--- src/hdl/spp_pkg.sv ---
// Package for the step sequencer playhead: request payload types,
// register index codes and a narrow modulo helper. No dependencies.
package spp_pkg;

    typedef struct packed {
        logic [7:0] tick_in_step;
        logic       loop_start;
        logic       sixteenth_tick;
    } spp_in_t;

    typedef struct packed {
        logic        address_valid;
        logic [3:0]  step_now;
        logic [2:0]  pattern_now;
        logic [11:0] event_address;
    } spp_out_t;

    localparam int NUM_STEPS = 16;

    localparam logic [2:0] REG_STEP_STRIDE   = 3'd0;
    localparam logic [2:0] REG_FOLD_ENABLE   = 3'd1;
    localparam logic [2:0] REG_WINDOW_SHIFT  = 3'd2;
    localparam logic [2:0] REG_WINDOW_LENGTH = 3'd3;
    localparam logic [2:0] REG_PATTERN_COUNT = 3'd4;
    localparam logic [2:0] REG_CHAIN_ENABLE  = 3'd5;
    localparam logic [2:0] REG_LOOPS_EACH    = 3'd6;
    localparam logic [2:0] REG_RUN_ENABLE    = 3'd7;

    // 4-bit remainder by restoring subtraction, one quotient bit per step
    function automatic logic [3:0] mod4(input logic [3:0] num, input logic [3:0] den);
        logic [7:0] rem;
        logic [7:0] sub;
        rem = {4'd0, num};
        for (int i = 3; i >= 0; i--) begin
            sub = {4'd0, den} << i;
            if (den != 4'd0 && rem >= sub) begin
                rem = rem - sub;
            end
        end
        return rem[3:0];
    endfunction

endpackage

--- src/hdl/step_sequencer_playhead_unit.sv ---
// Step sequencer playhead: cursor, window and pattern chaining per timing tick.
// Request held in the input reg, then result in the result reg; the state update is
// one compare-and-add pass. Throughput: one request per cycle unless m_ready stalls.
// s_ready follows m_ready through the result register; cfg_ready is always high.
// Reset (aresetn low, synchronous): all playhead state zero, registers to defaults,
// both pipeline stages empty.
module step_sequencer_playhead_unit
    import spp_pkg::*;
#(
    parameter int TICKS_PER_STEP = 240,
    parameter int MAX_PATTERNS   = 8
) (
    input  logic       aclk,
    input  logic       aresetn,
    input  logic       s_valid,
    output logic       s_ready,
    input  spp_in_t    s_data,
    output logic       m_valid,
    input  logic       m_ready,
    output spp_out_t   m_data,
    input  logic       cfg_valid,
    output logic       cfg_ready,
    input  logic [2:0] cfg_index,
    input  logic [7:0] cfg_data
);

    localparam int PAT_MAX = (MAX_PATTERNS < 15) ? MAX_PATTERNS : 15;
    localparam int PAT_W   = (PAT_MAX > 1) ? $clog2(PAT_MAX) : 1;
    localparam int ADDR_NW = $clog2(NUM_STEPS * TICKS_PER_STEP);
    localparam int SUM_W   = (ADDR_NW > 12) ? ADDR_NW : 12;
    localparam int REM_W   = 19;

    // configuration registers
    logic [3:0] step_stride_reg;
    logic       fold_enable_reg;
    logic [4:0] window_shift_reg;
    logic [4:0] window_length_reg;
    logic [3:0] pattern_count_reg;
    logic       chain_enable_reg;
    logic [7:0] loops_each_reg;
    logic       run_enable_reg;

    // playhead state
    logic [3:0]       cursor_reg, cursor_next;
    logic             moving_back_reg, moving_back_next;
    logic [3:0]       window_start_reg, window_start_next;
    logic [4:0]       steps_done_reg, steps_done_next;
    logic [PAT_W-1:0] pattern_sel_reg, pattern_sel_next;
    logic [7:0]       loops_left_reg, loops_left_next;
    logic             has_started_reg, has_started_next;

    // pipeline
    logic     in_valid_reg;
    spp_in_t  in_data_reg;
    logic     out_valid_reg;
    spp_out_t out_data_reg, out_data_next;
    logic     advance;

    assign cfg_ready = 1'b1;
    assign advance   = in_valid_reg && (!out_valid_reg || m_ready);
    assign s_ready   = !in_valid_reg || advance;
    assign m_valid   = out_valid_reg;
    assign m_data    = out_data_reg;

    always_ff @(posedge aclk) begin
        if (!aresetn) begin
            step_stride_reg   <= 4'd1;
            fold_enable_reg   <= 1'b0;
            window_shift_reg  <= 5'd0;
            window_length_reg <= 5'd16;
            pattern_count_reg <= 4'd1;
            chain_enable_reg  <= 1'b0;
            loops_each_reg    <= 8'd1;
            run_enable_reg    <= 1'b0;
        end else if (cfg_valid) begin
            case (cfg_index)
                REG_STEP_STRIDE:   step_stride_reg   <= cfg_data[3:0];
                REG_FOLD_ENABLE:   fold_enable_reg   <= cfg_data[0];
                REG_WINDOW_SHIFT:  window_shift_reg  <= cfg_data[4:0];
                REG_WINDOW_LENGTH: window_length_reg <= cfg_data[4:0];
                REG_PATTERN_COUNT: pattern_count_reg <= cfg_data[3:0];
                REG_CHAIN_ENABLE:  chain_enable_reg  <= cfg_data[0];
                REG_LOOPS_EACH:    loops_each_reg    <= cfg_data;
                REG_RUN_ENABLE:    run_enable_reg    <= cfg_data[0];
                default: ;
            endcase
        end
    end

    // state update for the request in the input register
    logic [4:0]        eff_len;
    logic [3:0]        pat_cnt;
    logic              loop_go;
    logic              step_go;
    logic signed [7:0] c_val, start_s, end_s, over_s, stride_s;
    logic              back_tmp;
    logic [4:0]        done_inc;

    always_comb begin
        if (window_length_reg == 5'd0) begin
            eff_len = 5'd1;
        end else if (window_length_reg > 5'd16) begin
            eff_len = 5'd16;
        end else begin
            eff_len = window_length_reg;
        end
        if ({3'd0, pattern_count_reg} > 7'(PAT_MAX)) begin
            pat_cnt = 4'(PAT_MAX);
        end else begin
            pat_cnt = pattern_count_reg;
        end

        loop_go          = run_enable_reg && in_data_reg.loop_start;
        has_started_next = has_started_reg || loop_go;
        pattern_sel_next = pattern_sel_reg;
        loops_left_next  = loops_left_reg;
        if (loop_go && chain_enable_reg && pat_cnt > 4'd1) begin
            if (loops_left_reg <= 8'd1) begin
                pattern_sel_next = PAT_W'(mod4(4'(pattern_sel_reg) + 4'd1, pat_cnt));
                loops_left_next  = loops_each_reg;
            end else begin
                loops_left_next = loops_left_reg - 8'd1;
            end
        end

        step_go  = run_enable_reg && has_started_next && in_data_reg.sixteenth_tick;
        stride_s = $signed({4'd0, step_stride_reg});
        start_s  = $signed({4'd0, window_start_reg});
        end_s    = start_s + $signed({3'd0, eff_len});
        c_val    = moving_back_reg ? $signed({4'd0, cursor_reg}) - stride_s
                                   : $signed({4'd0, cursor_reg}) + stride_s;
        back_tmp = moving_back_reg;
        over_s   = 8'sd0;
        if (c_val < start_s) begin
            over_s = start_s - c_val;
            if (fold_enable_reg) begin
                c_val    = start_s + over_s;
                back_tmp = 1'b0;
            end else begin
                c_val = end_s - over_s - 8'sd1;
            end
        end else if (c_val >= 8'sd16 || c_val >= end_s) begin
            over_s = (c_val >= 8'sd16) ? c_val - 8'sd16 : c_val - end_s;
            if (fold_enable_reg) begin
                c_val    = end_s - over_s - 8'sd1;
                back_tmp = 1'b1;
            end else begin
                c_val = start_s + over_s;
            end
        end

        done_inc          = steps_done_reg + 5'd1;
        cursor_next       = cursor_reg;
        moving_back_next  = moving_back_reg;
        steps_done_next   = steps_done_reg;
        window_start_next = window_start_reg;
        if (step_go) begin
            cursor_next      = c_val[3:0];
            moving_back_next = back_tmp;
            if (done_inc >= eff_len) begin
                steps_done_next = 5'd0;
                // rotation modulo 16 only needs the low four bits of the shift
                window_start_next = window_start_reg + window_shift_reg[3:0];
            end else begin
                steps_done_next = done_inc;
            end
        end
    end

    // result: tick position reduced modulo TICKS_PER_STEP by constant subtractions
    logic [REM_W-1:0]  tick_rem;
    logic [SUM_W-1:0]  addr_sum;
    logic [PAT_W+2:0]  pat_ext;
    logic              valid_now;

    always_comb begin
        tick_rem = REM_W'(in_data_reg.tick_in_step);
        for (int i = 7; i >= 0; i--) begin
            if (tick_rem >= (REM_W'(TICKS_PER_STEP) << i)) begin
                tick_rem = tick_rem - (REM_W'(TICKS_PER_STEP) << i);
            end
        end
        // cursor*T + rem stays below 16*T, so no wrap is needed
        addr_sum  = SUM_W'(cursor_next) * SUM_W'(TICKS_PER_STEP) + SUM_W'(tick_rem);
        pat_ext   = {3'd0, pattern_sel_next};
        valid_now = run_enable_reg && has_started_next;

        out_data_next.address_valid = valid_now;
        out_data_next.step_now      = cursor_next;
        out_data_next.pattern_now   = pat_ext[2:0];
        out_data_next.event_address = valid_now ? addr_sum[11:0] : 12'd0;
    end

    always_ff @(posedge aclk) begin
        if (!aresetn) begin
            in_valid_reg     <= 1'b0;
            out_valid_reg    <= 1'b0;
            cursor_reg       <= 4'd0;
            moving_back_reg  <= 1'b0;
            window_start_reg <= 4'd0;
            steps_done_reg   <= 5'd0;
            pattern_sel_reg  <= '0;
            loops_left_reg   <= 8'd0;
            has_started_reg  <= 1'b0;
        end else begin
            if (s_valid && s_ready) begin
                in_valid_reg <= 1'b1;
            end else if (advance) begin
                in_valid_reg <= 1'b0;
            end
            if (advance) begin
                out_valid_reg    <= 1'b1;
                cursor_reg       <= cursor_next;
                moving_back_reg  <= moving_back_next;
                window_start_reg <= window_start_next;
                steps_done_reg   <= steps_done_next;
                pattern_sel_reg  <= pattern_sel_next;
                loops_left_reg   <= loops_left_next;
                has_started_reg  <= has_started_next;
            end else if (m_ready) begin
                out_valid_reg <= 1'b0;
            end
        end
    end

    // payload registers, no reset
    always_ff @(posedge aclk) begin
        if (s_valid && s_ready) begin
            in_data_reg <= s_data;
        end
        if (advance) begin
            out_data_reg <= out_data_next;
        end
    end

`ifndef NO_ASSERTIONS
    a_addr_zero_when_invalid: assert property (@(posedge aclk) disable iff (!aresetn)
        (m_valid && !m_data.address_valid) |-> (m_data.event_address == 12'd0))
        else $error("event address nonzero without a valid address");

    a_steps_done_bound: assert property (@(posedge aclk) disable iff (!aresetn)
        steps_done_reg < 5'd16)
        else $error("window step count out of range");

    a_pattern_bound: assert property (@(posedge aclk) disable iff (!aresetn)
        {{(8-PAT_W){1'b0}}, pattern_sel_reg} < 8'(PAT_MAX > 1 ? PAT_MAX : 2))
        else $error("pattern index beyond pattern limit");

    a_frozen_when_stopped: assert property (@(posedge aclk) disable iff (!aresetn)
        (aresetn && !run_enable_reg) |=> ($stable(cursor_reg) && $stable(pattern_sel_reg)))
        else $error("playhead moved while stopped");

    a_stall_holds_input: assert property (@(posedge aclk) disable iff (!aresetn)
        !s_ready |-> (in_valid_reg && out_valid_reg && !m_ready))
        else $error("input stalled without a blocked result");
`endif

endmodule

--- config.mk ---
export PLATFORM = sky130hd
export DESIGN_NAME = step_sequencer_playhead_unit
export DESIGN_NICKNAME = d
export VERILOG_FILES = /design/src/hdl/spp_pkg.sv /design/src/hdl/step_sequencer_playhead_unit.sv
export SDC_FILE = /design/constraint.sdc
export NUM_CORES = 1
export LEC_CHECK = 0
export ABC_AREA = 1
export BUFFER_PORTS_ARGS = -buffer_cell sky130_fd_sc_hd__buf_2
export CORE_ASPECT_RATIO = 0.6
export CORE_MARGIN = 5
export CORE_UTILIZATION = 62
export DETAILED_ROUTE_END_ITERATION = 12
export PLACE_DENSITY = 0.82
export SLEW_MARGIN = 30
export SYNTH_ARGS = -nofsm -noshare
export SYNTH_HDL_FRONTEND = slang
export SYNTH_SLANG_ARGS = --single-unit
export TNS_END_PERCENT = 20
--- constraint.sdc ---
create_clock -name aclk -period 8.45 [get_ports aclk]
set_input_delay 0.4225 -clock aclk [delete_from_list [all_inputs] [get_ports aclk]]
set_output_delay 0.4225 -clock aclk [all_outputs]
set_load 0.01 [all_outputs]
### Word-level counts from Yosys, hierarchy flattened

Index checks and enable logic that the tools add are counted.
Widths: inputs -> output; s select.

* bits in latches: 0
* logic and storage cells: 137
* bits in read-only memories: 0
* flip-flop bits (word level): 86
* bits in writable memories: 0
* memories: 0

* $lt $le $gt $ge: 13
* div/mod/pow operators: 0
* equal/unequal tests: 9
* muxes and demuxes: 33
* reductions and logical operators: 35
* multiply operators: 1
* $add $sub $neg: 22
* bitwise gates (word level): 0
* shift-type cells: 0

Operator list (count)
* $mux 8: 11
* $mux 4: 7
* $reduce_and 2->1: 10
* $sub 4x4->4: 4
* $mux 5: 3
* $add 12x12->12: 1
* $add 4x4->4: 3
* $eq 3x3->1 const B: 4
* $mux 12: 1
* $logic_and 1x1->1: 11
* $mux 3: 3
* $sub 8x8->9 const B: 1
* $ge 8x4->1: 1
* $ge 8x5->1: 1
* $ge 8x6->1: 1
* $ge 8x6->1 const B: 1
* $ge 8x7->1: 1
* $ge 8x8->1 const B: 1
* $le 8x1->1 const B: 1
* $lt 8x5->1: 1
* $mul 4x4->8 const B: 1
* $mux 1: 8
* $sub 4x2->4 const B: 2
* $sub 4x7->8: 1
* other kinds (26): 34

### Longest topological paths before layout

* word-level depth: 22
* depth in mapped cells: 47
* gate-level depth less buffers: 47

### Worst setup path before layout

Ideal clock, no wire load.

* path kind: reg-to-reg
* start point: register window_length_reg[0]
* end point: register out_data_reg, in the netlist m_data[11] (data pin)
* stages on the path, launching flop included: 34
* buffers on the path: 0
* arrival time: 6199 ps
* library setup time: 259 ps
* path slack: 1992 ps
* clock period less this slack: 6458 ps
* cells stage by stage: dfxtp_1 > nor4_1 > nor2_1 > nor2_1 > ha_1 > fa_1 > inv_1 > fa_1 > nand2_1 > o21ai_0 > fa_1 > nor2_1 > o21ai_0 > o21ai_0 > a21oi_1 > nand2_1 > o21ai_1 > inv_1 > fa_1 > fa_1 > fa_1 > inv_1 > ha_1 > inv_1 > nor2_1 > o21ai_0 > nand2_1 > nand2_1 > inv_1 > nor2_1 > nor2_1 > nor2_1 > o21ai_0 > a21oi_1

* word-level cells in the longest chain between the ends: 14
* elaborated cells on any way between the ends: 21
* classes of those cells: add/sub (8); mul (1); order compare (2); mux (8); reduce/logical (2)

Ends and longest elaborated chain
* from (decl): RTL line step_sequencer_playhead_unit.sv:37 `logic [4:0] window_length_reg;`
* from (signal assigned): RTL line step_sequencer_playhead_unit.sv:80 `REG_WINDOW_LENGTH: window_length_reg <= cfg_data[4:0];`
* $gt 5x5->1: RTL line step_sequencer_playhead_unit.sv:102 `end else if (window_length_reg > 5'd16) begin`
* $mux 5: RTL line step_sequencer_playhead_unit.sv:102
* $mux 5 *: RTL line step_sequencer_playhead_unit.sv:100 `if (window_length_reg == 5'd0) begin`
* $add 4x5->6 *: RTL line step_sequencer_playhead_unit.sv:129 `end_s = start_s + $signed({3'd0, eff_len});`
* $sub 4x4->4: RTL line step_sequencer_playhead_unit.sv:143 `over_s = (c_val >= 8'sd16) ? c_val - 8'sd16 : c_val - end_s;`
* $mux 4: RTL line step_sequencer_playhead_unit.sv:143
* $sub 4x4->4: RTL line step_sequencer_playhead_unit.sv:145 `c_val = end_s - over_s - 8'sd1;`
* $sub 4x2->4: RTL line step_sequencer_playhead_unit.sv:145
* $mux 4: RTL line step_sequencer_playhead_unit.sv:144 `if (fold_enable_reg) begin`
* $mux 4: RTL line step_sequencer_playhead_unit.sv:142 `end else if (c_val >= 8'sd16 || c_val >= end_s) begin`
* $mux 4 *: RTL line step_sequencer_playhead_unit.sv:134 `if (c_val < start_s) begin`
* $mux 4 *: RTL line step_sequencer_playhead_unit.sv:157 `if (step_go) begin`
* via cursor_next[1]: RTL line step_sequencer_playhead_unit.sv:44 `logic [3:0] cursor_reg, cursor_next;`
* $mul 4x4->8 *: RTL line step_sequencer_playhead_unit.sv:184 `addr_sum = SUM_W'(cursor_next) * SUM_W'(TICKS_PER_STEP) + SUM_W'(tick_rem);`
* $add 12x12->12 *: RTL line step_sequencer_playhead_unit.sv:184
* to (signal assigned): RTL line step_sequencer_playhead_unit.sv:232 `out_data_reg <= out_data_next;`
* to (decl): RTL line step_sequencer_playhead_unit.sv:56 `spp_out_t out_data_reg, out_data_next;`

Mark *: on every way through the listed nets, which the timed path passes. The rest lies on a longest branch.
A chain may end at the register's enable or synchronous reset.

### Final worst setup path

Same ends and word-level chain as after synthesis.

==> flow_summary_export.csv <==
group,metric,value,unit
timing,tns,0,ps
yosys,synth-main-ff-cell,"dfxtp_1",
place,io_buffers,47,
routing,wl,15500,µm
critical_path,crit_slowest_cell,"fa_1",
yosys,synth_area_per_cell,7.83,µm²
clocking,cts_tree,"yes",
critical_path,worstSetupEndpointType,"flip-flop",
yosys,ys_ff_latch,86,
finish,diodes,0,
finish,nNetsFinal,1037,
power_and_ir_drop,p_leak,3.59,nW
critical_path,r2r_start,"window_length_reg[0]",
timing,slew_headroom,38.7,%
yosys,synth-edff-count,30,
finish,layout-drive-gt1-share,11.3,%
timing,timing.final.crit_share,85.5,%
timing,fin_crit,7230,ps
global_routing,grt_usage,24.8,%
yosys,async_flop_share,0,%
global_routing,grt_pass1_vias,5405,
global_routing,antenna_found_initial,0,
floorplan,die_w,145,µm
global_routing,grt_pass1_wl,26300,µm
routing,vias,5770,
routing,wl_per_cell,14.7,µm
clocking,htree_levels,3,
timing,max_freq,138,MHz
yosys,synthCells,862,
finish,fin_area,0.00739,mm²
power_and_ir_drop,fin_total_pwr,1.13,mW
job,drv_cap,0,
clocking,numClockSinks,86,
power_and_ir_drop,powerDensity,152,mW/mm²
routing,ant_nets,0,
clocking,cts_buffers,9,
clocking,root_buffer,"clkbuf_16",
timing,worstMarginPinSlew,918,ps
critical_path,worstSetupPathType,"flip-flop to flip-flop",
floorplan,ios,49,
finish,fin_util,69.7,%
floorplan,num_rows,29,
yosys,synth_fp_nets,989,
floorplan,start_util,63.7,%
yosys,yosysSeqAreaShare,30.0,%
yosys,syn_area,0.00675,mm²
critical_path,path_common_cell,"nor2_1",
floorplan,die_h,90.8,µm
floorplan,die-area,0.0131,mm²
worst_hold_path,hold_path_class,"primary input to flip-flop",
run_status,status,"finished, final reports clean",
timing,slew_violations,0,
routing,drt_iter0_drc,537,
critical_path,crit_path_start,"window_length_reg[0]",
critical_path,startpoint_type,"flip-flop",
clocking,cts_resized,0,
routing,dr.pass1.iters,8,
place,dp_hpwl,12200,µm
place,dpl_cell_area,0.00712,mm²
finish,area_growth,9.48,%
critical_path,critPathMaxStageDelay,550,ps
global_routing,globalRouteOverflowTotal,0,
routing,avgViaCountPerCell,5.47,
timing,hold_viol,0,
routing,drc_errors,0,
finish,largest_register_ffs,20,
timing,final.setup_skew,8.77,ps
yosys,yosysWarnings,0,
critical_path,arrival,7420,ps
critical_path,cp.required,8640,ps
clocking,cts_setup_buffers,0,
clocking,clk_pin_slew,60,ps
worst_hold_path,hold_start,"s_data[8]",
timing,grt_setup_unrepaired,"no",
clocking,cts.path.max_buffers,2,
place,gp_congestion,0.975,
floorplan,core,0.0106,mm²
yosys,synth_cell_types,53,
clocking,postCtsHoldBufs,0,
power_and_ir_drop,ir_worst_vdd,0.129,mV
timing,setup_violations,0,
global_routing,grt_max_degree,34,
clocking,clkLatencyLatePin,340,ps
critical_path,crit_path_max_fanout,4,
-- worst paths after layout --
kind | endpoint | slack, ps | depth (start not counted)
worst max-delay path | m_data[11] | 1220 | 33
worst min-delay path | in_data_reg[8] | 250 | 1
worst min register to register | loops_each_reg[0] | 470 | 2
worst max register to register | m_data[11] | 1220 | 33
-- kinds of logic (layout without fill, tap and decap cells) --
group | after synthesis | in the layout | share of synthesized area, %
compound gates | 179 | 179 | 14.9
xor+xnor | 34 | 34 | 4.52
fa+ha+maj | 101 | 101 | 20.8
buf+inv | 159 | 212 | 8.97
flops | 86 | 86 | 30.0
mux | 1 | 1 | 0.148
other cells | 1 | 1 | 0.0556
simple gates | 301 | 301 | 20.6
-- through the flow --
| step | setup slack [ps] | hold slack, ps | instances |
|---|---|---|---|
| 6_report | 1220 | 254 | 1054 |
| 5_1_grt | 525 | 241 | 1054 |
| 4_1_cts | 1240 | 245 | 1054 |
| 3_5_place_dp | 1300 | 446 | 1038 |
| 3_3_place_gp | 1530 | 439 | 1038 |
| 2_1_floorplan | 1990 | 424 | 862 |
-- cell usage after synthesis, types with 4 or more instances --
cell type / count / area share, %
fa_1: 19 / 5.6
nor3_1: 5 / 0.37
nand3_1: 34 / 2.5
ha_1: 82 / 15
dfxtp_1: 56 / 17
a21oi_1: 69 / 5.1
nand2_1: 130 / 7.2
nor2_2: 4 / 0.37
nand2_2: 7 / 0.65
xnor2_1: 11 / 1.4
nand2_4: 5 / 0.83
nor2_1: 88 / 4.9
clkinv_1: 5 / 0.28
edfxtp_1: 30 / 13
clkbuf_1: 9 / 0.50
inv_2: 8 / 0.45
nand4_1: 11 / 1.0
xor2_1: 22 / 2.9
o211ai_1: 7 / 0.78
o21ai_1: 10 / 0.74
o21ai_0: 66 / 4.9
inv_1: 135 / 7.5
-- placed cells by master, fill, tap and decap left out, types with 8 or more instances in the layout --
| cell type | count |
|---|---|
| dfxtp_1 | 56 |
| nor2_1 | 88 |
| inv_2 | 8 |
| fa_1 | 19 |
| nand4_1 | 11 |
| clkbuf_16 | 9 |
| o21ai_0 | 65 |
| o21ai_1 | 11 |
| inv_1 | 135 |
| nand3_1 | 34 |
| xnor2_1 | 11 |
| nand2_1 | 130 |
| edfxtp_1 | 30 |
| xor2_1 | 22 |
| a21oi_1 | 69 |
| buf_2 | 47 |
| ha_1 | 82 |
-- where the power goes --
part           switching (mW)  total [mW]  internal, mW
Sequential            0.00778       0.450         0.442
Clock                   0.166       0.372         0.207
Combinational           0.189       0.303         0.115
Total                   0.362        1.13         0.763
-- per-layer routing --
metal  wire [µm]  global-route usage (%)
met3        1480                    6.67
met5           0                       0
met1        7850                    39.0
met2        6000                    34.0
met4         184                    4.66
-- worst max-delay path, delay by kind of cell (launching register included) --
kind / cells / cell delay, ps
simple gates: 12 / 1280
buf+inv: 5 / 550
fa+ha+maj: 8 / 3700
compound gates: 8 / 1240
flops: 1 / 320
-- layout make-up --
| class | instances | area, µm² |
|---|---|---|
| Inverter | 149 | 566 |
| Clock buffer | 12 | 246 |
| Clock inverter | 4 | 23.8 |
| Multi-Input combinational cell | 617 | 4120 |
| Sequential cell | 86 | 2020 |
| Timing Repair Buffer | 47 | 235 |
| Fill cell | 877 | 3210 |
| Tap cell | 139 | 174 |
No activity file was read; power rests on OpenSTA's default activity.
